File: config.mk
export PLATFORM = sky130hd
export DESIGN_NAME = ali_cell
export DESIGN_NICKNAME = d
export VERILOG_FILES = /design/src/ali_pkg.sv /design/src/ali_cell.sv
export SDC_FILE = /design/constraint.sdc
export NUM_CORES = 1
export LEC_CHECK = 0
export BUFFER_PORTS_ARGS = -buffer_cell sky130_fd_sc_hd__buf_2
export CORE_MARGIN = 2
export CORE_UTILIZATION = 42
export DETAILED_ROUTE_END_ITERATION = 12
export PLACE_DENSITY = 0.93
export SLEW_MARGIN = 10
export SYNTH_ARGS = -nofsm -noshare
export SYNTH_HDL_FRONTEND = slang
export SYNTH_SLANG_ARGS = --single-unit
File: constraint.sdc
create_clock -name clk -period 12.1 [get_ports clk]
set_input_delay 0.605 -clock clk [delete_from_list [all_inputs] [get_ports clk]]
set_output_delay 0.605 -clock clk [all_outputs]
set_load 0.005 [all_outputs]
File: src/ali_pkg.sv
// ----------------------------------------------------------------------------
// ali_pkg: shared types and constants for the array list block
// Operation codes, sequencer states, cell control and scan status.
// ----------------------------------------------------------------------------
package ali_pkg;

  localparam int VAL_W     = 32;  // entry / key width
  localparam int POS_W     = 7;   // insert position field
  localparam int MODE_W    = 2;   // operation field
  localparam int OUT_IDX_W = 6;   // found_index field
  localparam int OUT_LEN_W = 7;   // list_length field
  localparam int SCAN_GRP  = 16;  // hit bits examined per scan cycle (power of two)
  localparam int SCAN_LW   = $clog2(SCAN_GRP);

  typedef enum logic [MODE_W-1:0] {
    MODE_INSERT = 2'd0,
    MODE_DELETE = 2'd1,
    MODE_SEARCH = 2'd2
  } mode_t;

  typedef enum logic [1:0] {
    ST_IDLE,
    ST_EXEC,
    ST_SCAN,
    ST_FIN
  } state_t;

  // broadcast to every cell
  typedef struct packed {
    logic ins;  // shift up from sel_idx, load key at sel_idx
    logic del;  // shift down onto sel_idx
    logic cmp;  // register key compare into hit bit
  } cell_ctl_t;

  // first-match scanner status
  typedef struct packed {
    logic done;
    logic found;
  } scan_stat_t;

endpackage

File: src/ali_cell.sv
// ----------------------------------------------------------------------------
// ali_cell: one storage cell of the list
// Holds one entry, shifts to/from its neighbors, compares against the key.
// ----------------------------------------------------------------------------
module ali_cell #(
  parameter int INDEX = 0,
  parameter int IDX_W = 6,
  parameter int LEN_W = 7
) (
  input  logic                     clk,
  input  ali_pkg::cell_ctl_t       ctl,
  input  logic [ali_pkg::VAL_W-1:0] key,
  input  logic [IDX_W-1:0]         sel_idx,
  input  logic [LEN_W-1:0]         len,
  input  logic [ali_pkg::VAL_W-1:0] from_lo,  // entry of cell INDEX-1
  input  logic [ali_pkg::VAL_W-1:0] from_hi,  // entry of cell INDEX+1
  output logic [ali_pkg::VAL_W-1:0] entry,
  output logic                     hit
);
  import ali_pkg::*;

  localparam logic [IDX_W-1:0] MY_IDX = IDX_W'(INDEX);
  localparam logic [LEN_W-1:0] MY_LEN = LEN_W'(INDEX);

  always_ff @(posedge clk) begin
    if (ctl.ins) begin
      if (MY_IDX > sel_idx) begin
        entry <= from_lo;
      end else if (MY_IDX == sel_idx) begin
        entry <= key;
      end
    end else if (ctl.del && (MY_IDX >= sel_idx)) begin
      entry <= from_hi;
    end
  end

  // only occupied cells may report a match
  always_ff @(posedge clk) begin
    if (ctl.cmp) begin
      hit <= (entry == key) && (MY_LEN < len);
    end
  end

endmodule

* Word-level counts from Yosys, hierarchy flattened
Cells that the tools add are included.
Storage, ports and cells: memories 0, output and inout bits 33, bits in latches 0, bits in read-only memories 0, input port bits 113, bits in writable memories 0, flip-flop bits (word level) 33, logic and storage cells 16
Cells by class: shift operators 0, order comparisons 3, reduce and logical (&&, ||, !) cells 5, divide/modulo/power cells 0, eq/ne operators 2, add/sub/neg operators 0, bitwise operators 0, muxes and demuxes 4, multipliers 0
Operator list (count):
- $mux W32 | 4
- $eq A32 B32 Y1 | 1
- $lt A1 B7 Y1 const A | 1
- $ge A1 B6 Y1 const A | 1
- $gt A1 B6 Y1 const A | 1
- $logic_not A6 Y1 | 1
- $ne A3 B1 Y1 const B | 1
- $logic_and A1 B1 Y1 | 2
- $reduce_and A2 Y1 | 1
- $reduce_bool A2 Y1 | 1

* Logic depth before layout (Yosys ltp)
word-level depth 4, gate-level depth with buffers 4, depth with buffers taken out 4

* Worst setup path before layout
No wires, ideal clock.
kind in2reg, start input sel_idx[2], end register entry[0] in the netlist's numbering (enable), stages on the path 2, path slack 7.401 ns, data arrival time 4.194 ns, library setup time 0.505 ns, data required time 11.595 ns, path buffers 0, cells stage by stage or4_1 > nor4_1
On the way: cells in the longest elaborated chain, start to end 4, elaborated cells on any way between the ends 7, classes of those cells order compare (2); eq/ne (1); reduce/logical (4)
RTL lines:
- from (decl) | line ali_cell.sv:13 | input logic [IDX_W-1:0] sel_idx,
- $ge A1 B6 Y1 | line ali_cell.sv:32 | end else if (ctl.del && (MY_IDX >= sel_idx)) begin
- $logic_and A1 B1 Y1 | line ali_cell.sv:32
- $reduce_bool A2 Y1 (no line)
- $reduce_and A2 Y1 (no line) (*)
- to (signal assigned) | line ali_cell.sv:28 | entry <= from_lo;
- to (signal assigned) | line ali_cell.sv:30 | entry <= key;
- to (signal assigned) | line ali_cell.sv:33 | entry <= from_hi;
- to (decl) | line ali_cell.sv:17 | output logic [ali_pkg::VAL_W-1:0] entry,
Mark *: on every way between the ends. The rest lies on a longest branch, timed or not. A chain may end at the register's enable or synchronous reset.

* Final worst setup path
start input ctl[2] in the netlist's numbering, end register entry[22] in the netlist's numbering (enable)
On the way: cells in the longest elaborated chain, start to end 2, elaborated cells on any way between the ends 3, classes of those cells eq/ne (1); reduce/logical (2)
RTL lines:
- from (decl) | line ali_cell.sv:11 | input ali_pkg::cell_ctl_t ctl,
- $ne A3 B1 Y1 (no line) / $reduce_bool A2 Y1 (equally long branches)
- $reduce_and A2 Y1 (no line) (*)
Marked as above.

==> results.ini <==
[global_route]
grt_pass1_vias = 1362
grt_overflow = 0
antenna_found_initial = 0
grt_max_degree = 34
grt_pass1_wl_mm = 5.44
track_usage = 0.158

[worst_setup_path]
crit_chain = buf_2 > nor2_1 > nor4_2 > buf_4
worstPathRequired_ns = 12.06
path_buf_inv = 2
crit_type = primary input to flip-flop
cp.arrival_ns = 1.88
crit_path_max_incr_delay_ns = 0.58
r2r-start = entry[24]
critPathMaxFanout = 33
critPathCaptureType = flip-flop
startpoint = ctl[2]
slowest_stage = buf_2
cp_top_family = buffers and inverters
start_kind = primary input

[cts]
h-tree-depth = 2
root_buffer = clkbuf_8
clk_pin_slew_ns = 0.06
cts_buffers = 5
hold_buffers = 0
worstSkewPairLatency_ns = 0.27
post-cts-setup-buffers = 0
cts_tree = done
cts.sinks = 33
clk_path_buf_depth = 2
cts_resized = 0

[place]
dp_slack_ns = 9.86
place_congestion = 0.756
dp_hpwl_mm = 3.32
io_buffers = 113

[routing]
avgRoutedWirePerCell_um = 14.1
remaining_drc_errors = 0
ant_nets = 0
firstDrtPassIters = 2
vias = 1409
first_iter_violations = 95
viasPerCell = 4.93
routed_wl_mm = 4.04

[layout]
multi_input_area_um2 = 771
final_cell_mix = buf_2, edfxtp_1, mux2_2, xor2_1
syn2layout_area_growth_pct = 40.1
regArea_um2 = 991
n_antenna_cell = 0
layout_commonest_cell = buf_2
drive_gt1_frac = 0.669
n_fill_cell = 323
nets = 348

[sta]
tns_ns = 0
clock_skew_ns = 0.00284
min_period_ns = 1.92
hold_viol_final = 0
rsz0062_at_grt = false
setup_violations = 0
max_freq_mhz = 521
fin_crit_sh = 0.159
slew_headroom = 0.500
setup_ws_ns = 10.18
worstMarginPinSlew_ns = 0.750
slew_viol_final = 0

[die]
dieWidth_um = 69.0
start_util = 0.440
ioPinCount = 146
die_h_um = 69.0
die_area_um2 = 4760
core_area_um2 = 4030
rows = 23

[power]
p_total_uw = 237
ir_drop_v = 0.0000742
cellLeakagePower_nw = 1.06
power_density_nw_per_um2 = 95.2

[synth]
ys_ff_latch = 33
synthCells = 117
ys_seq_area_frac = 0.559
synth_area_um2 = 1770
ys.warnings.count = 0
syn_nets = 230
yosys.cell_types.count = 14
syn_avg_cell_area_um2 = 15.2

[job]
drv_cap = 0

[hold_path]
hold_path.startpoint = ctl[0]
hold_class = primary input to flip-flop

[run_status]
status = finished clean

-- final timing paths --
| kind | end | slack (ns) | cells after the start |
|---|---|---|---|
| setup / recovery | entry[22] | 10.18 | 4 |
| hold / removal | hit | 0.54 | 1 |
| setup reg to reg | hit | 10.40 | 4 |
| hold reg to reg | hit | 0.73 | 3 |
-- state kept, by name, summed over array words and instances (netlist names) --
name and count:
entry 32, hit 1
-- layout make-up --
cell class,instances,share of cell area
Sequential cell,33,0.399
Tap cell,50,0.0252
Clock inverter,3,0.00503
Timing Repair Buffer,115,0.234
Clock buffer,5,0.0277
Multi-Input combinational cell,80,0.310
-- per-layer routing --
metal,vias up,GRT usage,routed length (um)
met5,-,0,0
met1,647,0.138,1400
met3,4,0.0617,432
met2,79,0.323,2160
met4,0,0.0466,36
li1,679,-,-
-- cell families after synthesis --
logic type / synth area share
XOR/XNOR: 0.158
buffers and inverters: 0.0106
multiplexers: 0.203
flip-flops: 0.559
AO/OA/AOI/OAI: 0.00846
AND/OR/NAND/NOR: 0.0614
-- Yosys cell counts --
library cell	number	area [um2]
clkbuf_1	1	3.75
nand3_1	1	5.00
xor2_1	28	245
buf_2	3	15.0
nor2_1	1	3.75
or4_1	1	7.51
mux2_2	32	360
edfxtp_1	33	991
nor4_2	3	37.5
nor4_1	6	37.5
nand4_1	2	12.5
a2111oi_2	1	15.0
xnor2_1	4	35.0
nor3_1	1	5.00
-- worst register-to-register path, cell delays in order (launching register included) --
cell and delay, ns:
edfxtp_1 0.42, xor2_1 0.16, nor4_1 0.41, nand4_1 0.23
a2111oi_2 0.30
-- per-stage QoR --
step,area [um2],instances,utilization,hold WS [ns]
after floorplan,1770,117,-,0.703
after global placement,2400,278,0.597,0.696
after detailed placement,2400,278,0.597,0.718
after CTS,2490,286,0.617,0.527
after global routing,2490,286,0.617,0.517
final,2490,286,0.617,0.536
-- where the power goes --
part | total [mW] | switching (mW) | internal (mW)
Clock | 0.0739 | 0.0353 | 0.0386
Sequential | 0.129 | 0.000666 | 0.128
Combinational | 0.0342 | 0.0135 | 0.0207
(Power assumes the default switching activity.)
