### src/ali_pkg.sv
// ----------------------------------------------------------------------------
// ali_pkg: shared types and constants for the array list block
// Operation codes, sequencer states, cell control and scan status.
// ----------------------------------------------------------------------------
package ali_pkg;

  localparam int VAL_W     = 32;  // entry / key width
  localparam int POS_W     = 7;   // insert position field
  localparam int MODE_W    = 2;   // operation field
  localparam int OUT_IDX_W = 6;   // found_index field
  localparam int OUT_LEN_W = 7;   // list_length field
  localparam int SCAN_GRP  = 16;  // hit bits examined per scan cycle (power of two)
  localparam int SCAN_LW   = $clog2(SCAN_GRP);

  typedef enum logic [MODE_W-1:0] {
    MODE_INSERT = 2'd0,
    MODE_DELETE = 2'd1,
    MODE_SEARCH = 2'd2
  } mode_t;

  typedef enum logic [1:0] {
    ST_IDLE,
    ST_EXEC,
    ST_SCAN,
    ST_FIN
  } state_t;

  // broadcast to every cell
  typedef struct packed {
    logic ins;  // shift up from sel_idx, load key at sel_idx
    logic del;  // shift down onto sel_idx
    logic cmp;  // register key compare into hit bit
  } cell_ctl_t;

  // first-match scanner status
  typedef struct packed {
    logic done;
    logic found;
  } scan_stat_t;

endpackage

### src/ali_scan.sv
// ----------------------------------------------------------------------------
// ali_scan: first-match finder
// Walks the registered hit vector one group per cycle, lowest group first.
// ----------------------------------------------------------------------------
module ali_scan #(
  parameter int IDX_W = 6,
  parameter int NGRP  = 4,
  parameter int GW    = 2
) (
  input  logic                              clk,
  input  logic                              rst,
  input  logic                              start,
  input  logic [NGRP*ali_pkg::SCAN_GRP-1:0] hits,
  output ali_pkg::scan_stat_t               stat,
  output logic [IDX_W-1:0]                  idx
);
  import ali_pkg::*;

  logic                busy;
  logic [GW-1:0]       grp;
  logic [SCAN_GRP-1:0] grp_bits [NGRP];
  logic [SCAN_GRP-1:0] cur;
  logic [SCAN_LW-1:0]  loc;
  logic                last;

  for (genvar g = 0; g < NGRP; g++) begin : g_split
    assign grp_bits[g] = hits[g*SCAN_GRP +: SCAN_GRP];
  end

  assign cur  = grp_bits[grp];
  assign last = (grp == GW'(NGRP - 1));

  // lowest set bit of the current group
  always_comb begin
    loc = '0;
    for (int i = SCAN_GRP - 1; i >= 0; i--) begin
      if (cur[i]) begin
        loc = SCAN_LW'(i);
      end
    end
  end

  assign stat.found = busy && (cur != '0);
  assign stat.done  = busy && ((cur != '0) || last);
  assign idx        = IDX_W'({grp, loc});

  always_ff @(posedge clk) begin
    if (rst) begin
      busy <= 1'b0;
    end else if (start) begin
      busy <= 1'b1;
    end else if (stat.done) begin
      busy <= 1'b0;
    end
  end

  always_ff @(posedge clk) begin
    if (start) begin
      grp <= '0;
    end else if (busy && !stat.done) begin
      grp <= grp + GW'(1);
    end
  end

endmodule

### config.mk
export PLATFORM = sky130hd
export DESIGN_NAME = ali_scan
export DESIGN_NICKNAME = d
export VERILOG_FILES = /design/src/ali_pkg.sv /design/src/ali_scan.sv
export SDC_FILE = /design/constraint.sdc
export NUM_CORES = 1
export LEC_CHECK = 0
export ABC_AREA = 1
export ABC_CLOCK_PERIOD_IN_PS = 2900
export BUFFER_PORTS_ARGS = -buffer_cell sky130_fd_sc_hd__buf_2
export CORE_MARGIN = 5
export CORE_UTILIZATION = 41
export DETAILED_ROUTE_END_ITERATION = 7
export GPL_TIMING_DRIVEN = 0
export PLACE_DENSITY = 0.85
export RECOVER_POWER = 100
export SLEW_MARGIN = 15
export SYNTH_ARGS = -nofsm -noshare
export SYNTH_HDL_FRONTEND = slang
export SYNTH_SLANG_ARGS = --single-unit
### constraint.sdc
create_clock -name clk -period 2.9 [get_ports clk]
set_input_delay 0.29 -clock clk [delete_from_list [all_inputs] [get_ports clk]]
set_output_delay 0.29 -clock clk [all_outputs]
set_load 0.1 [all_outputs]
Yosys cells after proc, flatten, opt, wreduce, memory -nomap -nowiden
Cells that the tools add are included.

storage, ports and cells
  bits in registers = 3
  input bits = 67
  output and inout bits = 8
  logic and storage cells = 34

cells by class
  add/subtract/negate cells = 1
  order comparisons = 1
  eq/ne operators = 1
  mux-type cells = 21
  bitwise logic cells = 1
  reduce and logical (&&, ||, !) cells = 7

operator list
  operator             count
  $mux 4               16
  $bmux 16 s2          1
  $mux 16              2
  $reduce_bool 16->1   1
  $ge 3x3->1 const B   1
  $logic_and 1x1->1    3
  $not 2->3            1
  $add 2x1->2 const B  1
  $eq 2x2->1 const B   1
  $mux 1               2
  $reduce_bool 2->1    1
  $logic_not 1->1      1
  $logic_or 1x1->1     1

Logic depth before layout (Yosys ltp)
  depth after elaboration = 20
  mapped depth = 19
  mapped depth without buffers = 18

Worst setup path after synthesis
No wires, ideal clock.

  kind = reg2out
  start = register grp[1]
  end = output port idx[2]
  arrival = 4.085 ns
  data required time = 2.610 ns
  path slack = -1.475 ns
  stages on the path, launching flop included = 9
  path buffers = 1
  cells stage by stage = dfxtp_1 > inv_2 > buf_6 > o21ai_2 > o22a_2 > nand2_2 > nor2_2 > o21ai_0 > a21boi_0

on the way
  cells in the longest elaborated chain, start to end = 20

ends and longest elaborated chain
  what                                           line            RTL
  start, declared                                ali_scan.sv:20  logic [GW-1:0] grp;
  start signal, assigned                         ali_scan.sv:61  grp <= grp + GW'(1);
  $not 2->3 (implied by the code) *              ali_scan.sv:30  assign cur = grp_bits[grp];
  $bmux 16 s2 *                                  ali_scan.sv:30
  $mux 16 (implied by the code) * (2 in series)  ali_scan.sv:30
  $mux 4 (15 in series)                          ali_scan.sv:37  if (cur[i]) begin
  $mux 4 *                                       ali_scan.sv:37
  end, declared                                  ali_scan.sv:15  output logic [IDX_W-1:0] idx

Mark *: on every way between the ends. The rest lies on a longest branch, timed or not. The select of a mux whose other input is x is not followed.

Worst setup path in the final report
  start = register grp[1]
  end = output port idx[0]

Same word-level chain as after synthesis.

==> flow_summary_export.csv <==
group,metric,value,unit
worst_setup_path,reg2reg_to,"grp[1]",
place,port_buffers,74,
routing,wl_per_cell,11.3,um
place,dp_slack,0.551,ns
clock_tree,cts_setup_buffers,0,
timing,final_max_slew_viol_count,0,
clock_tree,cts_made_buffers,3,
worst_setup_path,arrival,2.34,ns
routing,drt_first_iter_violations,43,
worst_hold_path,hold_class,"in2reg",
synthesis,netlist_instances,155,
worst_hold_path,min_from,"rst",
clock_tree,path_clk_slew,0.04,ns
timing,hold_violations,0,
grt,grt_max_degree,11,
power_and_ir_drop,seq_power_share,17.8,%
die,die_h,56.3,um
worst_setup_path,reg2reg_slack,0.79,ns
layout,final_common_cell,"nand2_1",
place,dp_hpwl,2440,um
synthesis,syn_avg_cell_area,5.67,um^2
worst_setup_path,critPathRequiredTime,2.61,ns
power_and_ir_drop,cellPowerDensity,180,mW/mm^2
power_and_ir_drop,peakVddDrop,0.242,mV
clock_tree,clock_latency,0.23,ns
layout,nFillCells,211,
layout,finish.net_count,302,
clock_tree,cts_buffer_depth,2,
power_and_ir_drop,clock_power_share,29.7,%
routing,dr.pass1.iters,4,
timing,fin_skew,0.00321,ns
synthesis,synth_area,878,um^2
timing,period_share,90.7,%
die,num_rows,16,
grt,grt_usage,18.4,%
synthesis,syn_nets,223,
clock_tree,cts_tree,"done",
synthesis,synth_cell_type_count,26,
synthesis,ys_seq_elements,3,
clock_tree,cts_resized,0,
power_and_ir_drop,p_switching,0.0901,mW
timing,setup-tns-final,0,ns
place,place_congestion,0.847,
layout,regArea,62.6,um^2
clock_tree,hold_buffers,0,
status,status,"complete, no violations",
clock_tree,cts_root_buf,"clkbuf_4",
worst_setup_path,crit_path_max_fanout,10,
grt,grt_pass1_wl,4910,um
worst_setup_path,reg2reg_depth,10,
power_and_ir_drop,switching_share,37.4,%
clock_tree,cts.sinks,3,
layout,area_growth_syn_to_layout,52.1,%
timing,rsz0062_at_grt,"false",
die,core_area,0.00200,mm^2
grt,grt_pass1_vias,1139,
die,die_area,0.00317,mm^2
synthesis,yosys_warnings,0,
worst_setup_path,endpoint_kind,"primary output",
timing,worstMarginPinSlew,1.16,ns
die,num_io_pins,75,
worst_setup_path,start_kind,"flop",
layout,multi_input_area,724,um^2
die,start_util,43.9,%
layout,antenna_cells,0,
routing,postRouteWirelength,2950,um
power_and_ir_drop,combPwrFrac,52.5,%
power_and_ir_drop,leakagePower,0.761,nW
worst_setup_path,crit_type,"reg2out",
timing,fin_ws,0.271,ns
grt,grt_overflow,0,
routing,dr_total_vias,1291,
flow_run,drv_cap,0,
timing,fmax,380,MHz
timing,period_needed,2.63,ns
die,die_w,56.3,um
routing,drc_errors,0,
timing,setup_viol,0,
worst_hold_path,whs_endpoint,"busy",
synthesis,synth_seq_area_share,6.84,%
worst_setup_path,r2r_start,"grp[1]",
routing,ant_nets,0,
layout,layout_common_cells,"69 x nand2_1, 68 x buf_2, 11 x a21oi_1",
clock_tree,cts.htree.levels,1,
timing,max_slew_margin,23.1,%
worst_hold_path,hold_depth,2,
grt,antenna_found_initial,0,
routing,via_per_inst,4.97,
layout,drive_above_1_share,48.9,%
power_and_ir_drop,internal_power,0.151,mW
==> cells in the mapped netlist <==
library cell	instances	area (um^2)
a32o_1	6	60.1
buf_6	5	56.3
a31oi_1	2	12.5
nor2_1	5	18.8
a32o_2	5	56.3
o21bai_1	1	7.51
nand3_2	1	10.0
inv_2	1	3.75
ha_1	1	12.5
inv_1	8	30.0
o21ai_1	2	10.0
buf_4	2	15.0
nand3_1	9	45.0
dfxtp_1	3	60.1
nor2_2	2	12.5
nor2_4	2	22.5
o21ai_0	2	10.0
nand2_1	69	259
buf_2	2	10.0
a21boi_0	1	7.51
o22a_2	1	10.0
a21oi_2	3	26.3
nand2_2	6	37.5
o21ai_2	1	8.76
a21oi_1	14	70.1
inv_4	1	6.26
==> power by group through the flow <==
stage | Sequential (mW) | Clock [mW] | Combinational [mW]
after global placement | 0.0433 | 0 | 0.125
after global routing | 0.0427 | 0.0837 | 0.138
final | 0.0428 | 0.0716 | 0.126
after detailed placement | 0.0434 | 0 | 0.126
after floorplan | 0.0432 | 0 | 0.0749
after CTS | 0.0428 | 0.0757 | 0.127
==> metrics by stage <==
step                      cells  power (mW)  cell area, um^2  hold WS [ns]  utilization, %
after detailed placement    256       0.170             1320         0.453            65.9
after global routing        260       0.264             1340         0.211            66.8
after CTS                   260       0.245             1350         0.208            67.3
after global placement      256       0.169             1320         0.443            65.9
after floorplan             155       0.118              916         0.359               -
final                       260       0.241             1340         0.216            66.8
==> cells by family after synthesis <==
group / share of synthesized area (%)
adders and majority gates: 1.42
buffers and inverters: 13.8
and+or+nand+nor: 46.2
DFF: 6.84
AOI/OAI and AO/OA: 31.8
==> critical path, stage by stage, from the launching register on <==
cell	delay, ns
dfxtp_2	0.40
inv_2	0.13
buf_6	0.17
nand3_1	0.09
nand2_1	0.09
nand2_1	0.07
nand2_1	0.05
nand2_1	0.05
nand2_1	0.04
nand2_1	0.05
nand2_1	0.04
nand2_1	0.05
nand2_1	0.05
nand2_1	0.05
nand2_1	0.04
nand2_1	0.05
nand2_1	0.08
a21oi_4	0.12
clkbuf_2	0.47
==> cell type report <==
cell class	count	share of cell area (%)
sequential	3	4.68
timing repair buffer	74	27.5
multi-input combinational	133	54.2
clock buffer	4	1.97
inverter	10	3.00
tap	27	2.53
buffer	9	6.09
==> per-layer routing <==
metal | track usage, % | routed length (um) | vias to the layer above
met1 | 22.1 | 1220 | 564
met3 | 6.88 | 310 | 2
li1 | - | - | 681
met4 | 3.05 | 6 | 0
met2 | 31.4 | 1420 | 44
met5 | 0 | 0 | -
==> how the worst max path moves through the flow <==
stage	cells past startpoint	slack [ns]	end	startpoint
after floorplan	9	0.1	idx[2]	grp[0]
final	18	0.27	idx[0]	grp[1]
after detailed placement	20	0.55	idx[0]	grp[0]
after global routing	20	0.07	idx[0]	grp[0]
after CTS	20	0.29	idx[0]	grp[0]
after global placement	20	0.57	idx[0]	grp[0]
==> registers in the layout, indices dropped and copies added (netlist names) <==
register / count
grp: 2
busy: 1
Power figures use the tool's default switching activity.
